## config.mk

```make
export PLATFORM = sky130hd
export DESIGN_NAME = profile_segment_classifier_core
export DESIGN_NICKNAME = d
export VERILOG_FILES = /design/src/sv/psc_pkg.sv /design/src/sv/profile_segment_classifier_core.sv
export SDC_FILE = /design/constraint.sdc
export NUM_CORES = 2
export LEC_CHECK = 0
export BUFFER_PORTS_ARGS = -buffer_cell sky130_fd_sc_hd__buf_4
export CORE_UTILIZATION = 64
export DETAILED_ROUTE_END_ITERATION = 8
export GPL_TIMING_DRIVEN = 0
export PLACE_DENSITY_LB_ADDON = 0.08
export SYNTH_ARGS = -nofsm -noshare
export SYNTH_HDL_FRONTEND = slang
export SYNTH_SLANG_ARGS = --single-unit
```

## constraint.sdc

```tcl
create_clock -name clk -period 12 [get_ports clk]
set_clock_uncertainty 0.05 [all_clocks]
set_input_delay 1.2 -clock clk [delete_from_list [all_inputs] [get_ports clk]]
set_output_delay 1.2 -clock clk [all_outputs]
set_load 0.01 [all_outputs]
```

## src/sv/psc_pkg.sv

```systemverilog
// Package for the profile segment classifier: field widths, register
// indexes, feature class codes, result record type and shared helpers.
// No dependencies.
`default_nettype none

package psc_pkg;

	localparam int COUNT_WIDTH = 16;
	localparam int Y_W         = 24;
	localparam int H_W         = 32;
	localparam int THICK_W     = 25;
	localparam int THR_W       = 23;
	localparam int GAP_W       = 8;
	localparam int NUM_W       = 16;
	localparam int CFG_IDX_W   = 2;

	localparam int QDEPTH      = 4;
	localparam int QPTR_W      = 2;
	localparam int QCNT_W      = 3;

	localparam logic [CFG_IDX_W-1:0] REG_OTHER_THR = 2'd0;
	localparam logic [CFG_IDX_W-1:0] REG_PLATE_THR = 2'd1;
	localparam logic [CFG_IDX_W-1:0] REG_GAP_MAX   = 2'd2;

	localparam logic [THR_W-1:0] OTHER_THR_RST = 23'd400;
	localparam logic [THR_W-1:0] PLATE_THR_RST = 23'd200;
	localparam logic [GAP_W-1:0] GAP_MAX_RST   = 8'd4;

	typedef enum logic [1:0] {
		FT_OTHER = 2'd0,
		FT_PLATE = 2'd1,
		FT_FRAME = 2'd2
	} feat_type_t;

	typedef struct packed {
		feat_type_t                ftype;
		logic [NUM_W-1:0]          number;
		logic signed [H_W-1:0]     height;
		logic [H_W-1:0]            change;
		logic signed [THICK_W-1:0] thickness;
		logic                      last;
	} result_t;

	// |a - b| of two signed heights, exact over the full range
	function automatic logic [H_W-1:0] abs_diff(input logic signed [H_W-1:0] a,
		input logic signed [H_W-1:0] b);
		logic signed [H_W:0] d;
		d = {a[H_W-1], a} - {b[H_W-1], b};
		return d[H_W] ? H_W'(-d) : d[H_W-1:0];
	endfunction

	function automatic feat_type_t classify(input logic signed [THICK_W-1:0] thick,
		input logic [THR_W-1:0] other_thr, input logic [THR_W-1:0] plate_thr);
		feat_type_t t;
		if (thick > $signed({2'b00, other_thr})) begin
			t = FT_OTHER;
		end else if (thick >= $signed({2'b00, plate_thr})) begin
			t = FT_PLATE;
		end else begin
			t = FT_FRAME;
		end
		return t;
	endfunction

	function automatic logic signed [THICK_W-1:0] thickness(
		input logic signed [Y_W-1:0] first_y, input logic signed [Y_W-1:0] last_y);
		return {first_y[Y_W-1], first_y} - {last_y[Y_W-1], last_y};
	endfunction

endpackage

`default_nettype wire

```

## src/sv/profile_segment_classifier_core.sv

```systemverilog
// Profile segment classifier, top level: sample register, group tracker and
// classifier, four-entry result queue.  Depends on psc_pkg.
`default_nettype none

// Takes one profile sample per cycle (y, height, end_of_profile) and closes
// groups of nonzero height, bridging short zero gaps whose last y is nonzero.
// Each closed group gives one result beat with class (other / plate / frame),
// per-class running number, maximum height, height change against the
// previous feature of the same class, and thickness (first y minus last y).
// A sample is registered on acceptance and fully processed once the queue
// has room for two results: group update and both possible classifications
// are one combinational pass whose results are written into a four-entry
// result queue whose head drives the outputs. Throughput is one sample per cycle; a
// sample that closes two groups writes two queue entries in that cycle. The
// input stalls only while the queue holds three or more results, i.e. when the
// output side is backpressured. Counters and previous heights persist across
// profiles and clear only on reset. Configuration writes take effect at once
// and are meant to be done while no sample is in flight.
module profile_segment_classifier_core
	import psc_pkg::*;
(
	input  wire                       clk,
	input  wire                       arst_n,

	input  wire                       cfg_we,
	input  wire [CFG_IDX_W-1:0]       cfg_index,
	input  wire [THR_W-1:0]           cfg_data,

	input  wire                       in_valid,
	output logic                      in_ready,
	input  wire signed [Y_W-1:0]      sample_y,
	input  wire signed [H_W-1:0]      sample_height,
	input  wire                       end_of_profile,

	output logic                      out_valid,
	input  wire                       out_ready,
	output logic [1:0]                feature_type,
	output logic [NUM_W-1:0]          feature_number,
	output logic signed [H_W-1:0]     feature_height,
	output logic [H_W-1:0]            height_change,
	output logic signed [THICK_W-1:0] feature_thickness,
	output logic                      last_of_run
);

	// ---- configuration registers ----
	logic [THR_W-1:0] other_thr_q;
	logic [THR_W-1:0] plate_thr_q;
	logic [GAP_W-1:0] gap_max_q;

	always_ff @(posedge clk or negedge arst_n) begin
		if (!arst_n) begin
			other_thr_q <= OTHER_THR_RST;
			plate_thr_q <= PLATE_THR_RST;
			gap_max_q   <= GAP_MAX_RST;
		end else if (cfg_we) begin
			case (cfg_index)
				REG_OTHER_THR: other_thr_q <= cfg_data;
				REG_PLATE_THR: plate_thr_q <= cfg_data;
				REG_GAP_MAX:   gap_max_q   <= cfg_data[GAP_W-1:0];
				default: ;
			endcase
		end
	end

	// ---- input sample register ----
	logic                  valid_s1;
	logic signed [Y_W-1:0] y_s1;
	logic signed [H_W-1:0] height_s1;
	logic                  eop_s1;
	logic                  s1_go;

	logic [QCNT_W-1:0]     count_q;

	// room for two results, checked on the registered count only
	assign s1_go    = valid_s1 && (count_q <= QCNT_W'(QDEPTH - 2));
	assign in_ready = !valid_s1 || s1_go;

	always_ff @(posedge clk or negedge arst_n) begin
		if (!arst_n) begin
			valid_s1 <= 1'b0;
		end else if (in_ready) begin
			valid_s1 <= in_valid;
		end
	end

	always_ff @(posedge clk) begin
		if (in_ready && in_valid) begin
			y_s1      <= sample_y;
			height_s1 <= sample_height;
			eop_s1    <= end_of_profile;
		end
	end

	// ---- group tracking state ----
	logic                   open_q;
	logic                   in_gap_q;
	logic signed [Y_W-1:0]  first_y_q;
	logic signed [Y_W-1:0]  last_y_q;
	logic signed [H_W-1:0]  max_h_q;
	logic [GAP_W-1:0]       gap_len_q;
	logic signed [Y_W-1:0]  gap_last_y_q;
	logic signed [H_W-1:0]  prev_plate_q;
	logic signed [H_W-1:0]  prev_frame_q;
	logic [COUNT_WIDTH-1:0] plate_cnt_q;
	logic [COUNT_WIDTH-1:0] frame_cnt_q;

	// ---- single-pass update ----
	logic                   nz;
	logic [GAP_W-1:0]       gap_eff;
	logic                   emit_a;
	logic                   emit_b;
	logic                   gap_grow;
	logic                   open_mid;
	logic signed [Y_W-1:0]  first_mid;
	logic signed [Y_W-1:0]  last_mid;
	logic signed [H_W-1:0]  max_mid;

	logic signed [THICK_W-1:0] thick_a;
	logic signed [THICK_W-1:0] thick_b;
	feat_type_t             type_a;
	feat_type_t             type_b;
	logic [COUNT_WIDTH-1:0] plate_cnt_a;
	logic [COUNT_WIDTH-1:0] frame_cnt_a;
	logic signed [H_W-1:0]  prev_plate_a;
	logic signed [H_W-1:0]  prev_frame_a;
	logic [COUNT_WIDTH-1:0] plate_cnt_b;
	logic [COUNT_WIDTH-1:0] frame_cnt_b;
	logic signed [H_W-1:0]  prev_plate_b;
	logic signed [H_W-1:0]  prev_frame_b;
	result_t                res_a;
	result_t                res_b;
	result_t                push0;
	logic [1:0]             push_n;

	always_comb begin
		nz      = (height_s1 != '0);
		gap_eff = in_gap_q ? gap_len_q : '0;

		// first possible close: gap ending at y zero, or gap too long
		if (nz) begin
			emit_a = open_q && in_gap_q && (gap_last_y_q == '0);
		end else begin
			emit_a = open_q && (gap_eff >= gap_max_q);
		end
		gap_grow = !nz && open_q && !emit_a;

		// group as it stands after this sample, before end of profile
		if (nz) begin
			open_mid = 1'b1;
			if (open_q && !emit_a) begin
				first_mid = first_y_q;
				last_mid  = y_s1;
				max_mid   = (height_s1 > max_h_q) ? height_s1 : max_h_q;
			end else begin
				first_mid = y_s1;
				last_mid  = y_s1;
				max_mid   = height_s1;
			end
		end else begin
			open_mid  = open_q && !emit_a;
			first_mid = first_y_q;
			last_mid  = last_y_q;
			max_mid   = max_h_q;
		end
		emit_b = eop_s1 && open_mid;

		// classify the group closed first
		thick_a      = thickness(first_y_q, last_y_q);
		type_a       = classify(thick_a, other_thr_q, plate_thr_q);
		plate_cnt_a  = plate_cnt_q;
		frame_cnt_a  = frame_cnt_q;
		prev_plate_a = prev_plate_q;
		prev_frame_a = prev_frame_q;
		res_a.ftype     = type_a;
		res_a.height    = max_h_q;
		res_a.thickness = thick_a;
		res_a.last      = !emit_b;
		res_a.number    = '0;
		res_a.change    = '0;
		if (type_a == FT_PLATE) begin
			res_a.number = NUM_W'(COUNT_WIDTH'(plate_cnt_q + 1'b1));
			res_a.change = abs_diff(prev_plate_q, max_h_q);
			if (emit_a) begin
				plate_cnt_a  = COUNT_WIDTH'(plate_cnt_q + 1'b1);
				prev_plate_a = max_h_q;
			end
		end else if (type_a == FT_FRAME) begin
			res_a.number = NUM_W'(COUNT_WIDTH'(frame_cnt_q + 1'b1));
			res_a.change = abs_diff(prev_frame_q, max_h_q);
			if (emit_a) begin
				frame_cnt_a  = COUNT_WIDTH'(frame_cnt_q + 1'b1);
				prev_frame_a = max_h_q;
			end
		end

		// classify the group closed by end of profile, after the first
		thick_b      = thickness(first_mid, last_mid);
		type_b       = classify(thick_b, other_thr_q, plate_thr_q);
		plate_cnt_b  = plate_cnt_a;
		frame_cnt_b  = frame_cnt_a;
		prev_plate_b = prev_plate_a;
		prev_frame_b = prev_frame_a;
		res_b.ftype     = type_b;
		res_b.height    = max_mid;
		res_b.thickness = thick_b;
		res_b.last      = 1'b1;
		res_b.number    = '0;
		res_b.change    = '0;
		if (type_b == FT_PLATE) begin
			res_b.number = NUM_W'(COUNT_WIDTH'(plate_cnt_a + 1'b1));
			res_b.change = abs_diff(prev_plate_a, max_mid);
			if (emit_b) begin
				plate_cnt_b  = COUNT_WIDTH'(plate_cnt_a + 1'b1);
				prev_plate_b = max_mid;
			end
		end else if (type_b == FT_FRAME) begin
			res_b.number = NUM_W'(COUNT_WIDTH'(frame_cnt_a + 1'b1));
			res_b.change = abs_diff(prev_frame_a, max_mid);
			if (emit_b) begin
				frame_cnt_b  = COUNT_WIDTH'(frame_cnt_a + 1'b1);
				prev_frame_b = max_mid;
			end
		end

		push0  = emit_a ? res_a : res_b;
		push_n = {1'b0, emit_a} + {1'b0, emit_b};
	end

	always_ff @(posedge clk or negedge arst_n) begin
		if (!arst_n) begin
			open_q       <= 1'b0;
			in_gap_q     <= 1'b0;
			first_y_q    <= '0;
			last_y_q     <= '0;
			max_h_q      <= '0;
			gap_len_q    <= '0;
			gap_last_y_q <= '0;
			prev_plate_q <= '0;
			prev_frame_q <= '0;
			plate_cnt_q  <= '0;
			frame_cnt_q  <= '0;
		end else if (s1_go) begin
			open_q       <= open_mid && !eop_s1;
			in_gap_q     <= gap_grow && !eop_s1;
			gap_len_q    <= (gap_grow && !eop_s1) ? GAP_W'(gap_eff + 1'b1) : '0;
			if (gap_grow) begin
				gap_last_y_q <= y_s1;
			end
			first_y_q    <= first_mid;
			last_y_q     <= last_mid;
			max_h_q      <= max_mid;
			prev_plate_q <= prev_plate_b;
			prev_frame_q <= prev_frame_b;
			plate_cnt_q  <= plate_cnt_b;
			frame_cnt_q  <= frame_cnt_b;
		end
	end

	// ---- result queue ----
	result_t           queue_q [QDEPTH];
	logic [QPTR_W-1:0] wr_ptr_q;
	logic [QPTR_W-1:0] rd_ptr_q;
	logic              pop;
	logic [1:0]        push_go;
	result_t           head;

	assign pop     = out_valid && out_ready;
	assign push_go = s1_go ? push_n : 2'd0;

	always_ff @(posedge clk or negedge arst_n) begin
		if (!arst_n) begin
			count_q  <= '0;
			wr_ptr_q <= '0;
			rd_ptr_q <= '0;
		end else begin
			count_q  <= QCNT_W'(count_q + QCNT_W'(push_go) - QCNT_W'(pop));
			wr_ptr_q <= QPTR_W'(wr_ptr_q + QPTR_W'(push_go));
			if (pop) begin
				rd_ptr_q <= QPTR_W'(rd_ptr_q + 1'b1);
			end
		end
	end

	always_ff @(posedge clk) begin
		if (push_go != 2'd0) begin
			queue_q[wr_ptr_q] <= push0;
		end
		if (push_go == 2'd2) begin
			queue_q[QPTR_W'(wr_ptr_q + 1'b1)] <= res_b;
		end
	end

	assign head              = queue_q[rd_ptr_q];
	assign out_valid         = (count_q != '0);
	assign feature_type      = head.ftype;
	assign feature_number    = head.number;
	assign feature_height    = head.height;
	assign height_change     = head.change;
	assign feature_thickness = head.thickness;
	assign last_of_run       = head.last;

	// ---- checks ----
	a_gap_needs_group: assert property (@(posedge clk) disable iff (!arst_n)
		in_gap_q |-> open_q)
		else $error("gap tracked with no open group");

	a_gap_len_in_gap: assert property (@(posedge clk) disable iff (!arst_n)
		(gap_len_q != '0) |-> in_gap_q)
		else $error("gap length held outside a gap");

	a_eop_closes: assert property (@(posedge clk) disable iff (!arst_n)
		(s1_go && eop_s1) |=> (!open_q && !in_gap_q))
		else $error("group left open after end of profile");

	a_queue_bound: assert property (@(posedge clk) disable iff (!arst_n)
		count_q <= QCNT_W'(QDEPTH))
		else $error("result queue overflow");

endmodule

`default_nettype wire
```

Word level (Yosys, flattened, before mapping)
Memory sizes are Yosys's and may differ from the RTL's. Index checks and enable logic that the tools add are counted.

Register bits: 329. Memory bits (writable): 432. Output and inout port bits: 110. Word-level logic and storage cells: 136. Memories: 1.

Memories: queue_q (depth 4, bits a word 108, read ports 1, clocked after memory_dff 0, wr ports 2, line profile_segment_classifier_core.sv:260) `result_t queue_q [QDEPTH];`.

Add/subtract/negate cells: 21. Magnitude comparators: 7. Eq/ne operators: 7. Multiplexer cells: 52. Reductions and logical operators: 27.

Operator list (number): $mux W32 (21); $mux W16 (14); $sub A32 B32 Y33 (4); $neg A32 Y32 (4); $mux W108 (1); $mux W24 (3); $add A16 B1 Y16 const B (4); $ge A25 B24 Y1 (2); $gt A25 B24 Y1 (2); $sub A24 B24 Y25 (2); $gt A32 B32 Y1 (1); $reduce_bool A32 Y1 (1); $logic_not A24 Y1 (1); $mux W8 (2); $logic_and A1 B1 Y1 (12); $mux W2 (5); $add A8 B1 Y8 const B (1); $eq A2 B2 Y1 const B (4); $ge A8 B8 Y1 (1); $reduce_and A2 Y1 (4); $eq A2 B1 Y1 const B (3); $mux W1 (6); $logic_not A1 Y1 (5); $add A2 B1 Y2 const B (2); 9 further kinds (9).

Depth between registers and ports, before layout
Depth in word-level cells: 16. Gate-level depth with buffers: 43.

Worst setup path after synthesis
No wires, ideal clock.

Kind: flip-flop to flip-flop. From: register first_y_q[8]. To: memory queue_q[2][46] in the netlist's numbering (data pin). Library setup time: 0.271 ns. Arrival time: 8.123 ns. Required time: 11.679 ns. Slack: 3.556 ns. Stages on the path, launching flop included: 40. Buffers on the path: 5. Period minus slack after synthesis: 8.444 ns. Cell sequence: dfrtp_1 -> ha_1 -> a211oi_1 -> o21ai_1 -> a221oi_2 -> a21boi_0 -> o21ai_0 -> nand2b_1 -> nand3_1 -> nand2_1 -> a21o_1 -> a21oi_1 -> xor2_1 -> inv_1 -> ha_1 -> nand2_1 -> nor4_1 -> a221oi_1 -> [4 not listed] -> clkbuf_1 -> buf_2 -> mux2i_1 -> ha_1 -> fa_1 -> nor2b_1 -> o31a_1 -> o311ai_1 -> o21ai_0 -> a31oi_1 -> o311ai_1 -> and2_1 -> buf_2 -> a21oi_1 -> xnor2_1 -> o22ai_1 -> a211oi_1 -> o22ai_1.

RTL lines: from (decl) (line profile_segment_classifier_core.sv:97) `logic signed [Y_W-1:0] first_y_q;`; from (signal assigned) (line profile_segment_classifier_core.sv:249) `first_y_q <= first_mid;`; to (decl) (line profile_segment_classifier_core.sv:260).

==> flow_summary.yaml <==
grt:
  antenna_found_initial: 4
  gr-total-overflow: 0
  grt_max_degree: 117
  grt.total_usage: 0.472
  grt_pass1_vias: 46885
  grt_pass1_wl_microns: 296000
timing:
  clock.fmax_mhz: 83.2
  layout_setup_ws_ns: -0.0148
  tightestPinTransition_ns: 1.66
  post-route-period-util: 1.00
  post-route-min-period_ns: 12.01
  final_hold_viol_count: 0
  setup_viol: 1
  relSlewSlack: -0.105
  slew_viol_final: 72
final_layout:
  final-seq-area_sq_um: 21500
  layout.nets: 6225
  nFillCells: 6101
  fin_area_sq_um: 59800
  instances_no_fill: 6951
  drive_gt1_frac: 0.117
  multi_input_area_sq_um: 30200
  area_growth_pct: 11.6
place:
  routabilityCongestion: 1.06
  placed_cell_area_sq_um: 56800
  dp.cells: 6786
  hpwl_microns: 156000
  io_buffer_count: 196
detailed_routing:
  ant_nets: 0
  vias_per_cell: 7.27
  dr.pass1.iters: 9
  drc: 0
  wl_per_cell_microns: 29.5
  routed_wl_microns: 205000
  dr.first_iter.drc_count: 8016
  dr_total_vias: 50543
yosys:
  synth_ff_type: "edfxtp_1"
  synth.yosys.warnings: 0
  synth_cell_types: 118
  synth-edff-count: 485
  yosysTopAreaCell: "edfxtp_1"
  async_reset_ff_frac: 0.357
  yosys-top-cells-count: "543 x nand2_1, 485 x edfxtp_1, 400 x o21ai_0"
  netlist_area_sq_um: 53600
  synthTopCellsByArea: "edfxtp_1 27%, dfrtp_1 12%, ha_1 7.6%"
  ys_seq_elements: 761
  synth_top_area_frac: 0.272
  synth_area_per_cell_sq_um: 9.74
  postSynthCellCount: 5508
  synth_nets: 5927
  yosysMostFrequentCell: "nand2_1"
  seq_area_frac_synth: 0.400
critical_path:
  r2r_slack_ns: -0.01
  critPathRequiredTime_ns: 12.34
  r2r_cells: 28
  cp_max_fo: 10
  slowest_delay_ns: 1.14
  path_class: "reg2reg"
  critPathSlowestCell: "xnor2_1"
  cp.depth: 28
  r2r_end: "queue_q[0][99]$_DFFE_PP_"
  cp-end-kind: "flip-flop"
  cp_common_cell: "clkbuf_1"
  cp_num_buf_inv: 6
  cp-startpoint: "height_s1[0]$_DFFE_PP_"
  setup.worst_path.end: "queue_q[0][99]$_DFFE_PP_"
  startpoint_type: "flip-flop"
  cpLargestDelayFamily: "compound AO/OA/AOI/OAI gates"
  arrival_ns: 12.35
  rr_startpoint: "height_s1[0]$_DFFE_PP_"
clock_network:
  clk_latency_ns: 0.69
  numCtsBuffers: 84
  cts_tree: "built"
  cts_sinks: 761
  clk_pin_slew_ns: 0.06
  clk_path_buf_depth: 3
  cts_htree_levels: 3
  root_buffer: "clkbuf_16"
  postCtsHoldBufs: 0
worst_hold_path:
  min_path_type: "in2async"
die:
  die_area_sq_um: 85000
  fp.dieW_microns: 291
  initial_core_util: 0.650
  std_cell_rows: 105
  die_y_microns: 291
  coreArea_sq_um: 82500
  pin_count: 197
run_status:
  status: "finished with violations"
  violations: "max-capacitance violations, max-slew violations, negative setup slack"
flow_run:
  drv_cap: 11
## routing by layer
layer | vias up | wire (microns) | GRT usage
li1 | 21650 | - | -
met1 | 24020 | 74500 | 0.629
met2 | 4080 | 84200 | 0.673
met3 | 787 | 33000 | 0.161
met4 | 6 | 13000 | 0.260
met5 | - | 40 | 0
## layout make-up
| class | instances | share of cell area |
|---|---|---|
| multi-input cells | 4209 | 0.506 |
| flip-flops and latches | 761 | 0.359 |
| clock buffers | 105 | 0.0368 |
| repair buffers | 212 | 0.0300 |
| well taps | 1070 | 0.0224 |
| plain buffers | 316 | 0.0209 |
| inverters | 222 | 0.0139 |
| clock inverters | 52 | 0.0115 |
| diodes | 4 | 0.000167 |
## logic make-up after synthesis
| logic type | synth area share |
|---|---|
| AND/OR/NAND/NOR | 0.127 |
| adder cells (fa/ha/maj) | 0.0784 |
| flip-flops | 0.400 |
| XOR/XNOR | 0.0547 |
| AO/OA/AOI/OAI | 0.228 |
| buffers and inverters | 0.0387 |
| multiplexers | 0.0729 |
## stage by stage
stage	setup slack (ns)	util	TNS (ns)	hold WS, ns
after CTS	0.136	0.723	0	0.417
final	-0.0148	0.725	-0.0148	0.366
after global placement	-0.116	0.684	-0.410	0.390
after detailed placement	-0.126	0.688	-0.445	0.402
after floorplan	3.56	-	0	0.381
after global routing	-0.0475	0.725	-0.170	0.425
## state kept, by name, indices dropped and copies added (netlist names), 2 cells and up
register / cells
first_y_q: 24
y_s1: 24
plate_thr_q: 23
gap_len_q: 8
gap_last_y_q: 24
rd_ptr_q: 2
other_thr_q: 23
count_q: 3
plate_cnt_q: 16
prev_frame_q: 32
last_y_q: 24
height_s1: 32
max_h_q: 32
frame_cnt_q: 16
wr_ptr_q: 2
prev_plate_q: 32
gap_max_q: 8
queue_q: 432
## layout by cell type (no fill, tap or decap), types with 201 or more instances in the layout
master and n:
inv_1 220, o21ai_0 400, clkbuf_1 268, nand2_1 539
a21oi_1 310, nor2_1 321, ha_1 325, o22ai_1 383
dfrtp_1 265, xnor2_1 201, edfxtp_1 485
## worst min-delay path by stage
stage,startpoint,end,slack (ns)
finish,arst_n,count_q[0]$_DFF_PN0_,0.37
global route,arst_n,count_q[0]$_DFF_PN0_,0.42
CTS,arst_n,count_q[0]$_DFF_PN0_,0.42
detailed placement,queue_q[3][0]$_SDFFE_PP1P_,queue_q[3][0]$_SDFFE_PP1P_,0.40
global placement,queue_q[1][0]$_SDFFE_PP1P_,queue_q[1][0]$_SDFFE_PP1P_,0.39
floorplan,queue_q[2][0]$_SDFFE_PP1P_,queue_q[2][0]$_SDFFE_PP1P_,0.38
## what timing repair did
action / CTS / global route
buffers inserted: 0 / 0
pin swaps: 0 / 0
resized for setup: 1 / 17
endpoints found under the setup margin: 5 / 96
Power is not shown: default switching activity piles up to over one toggle a cycle in this logic, so the estimate is an artifact.
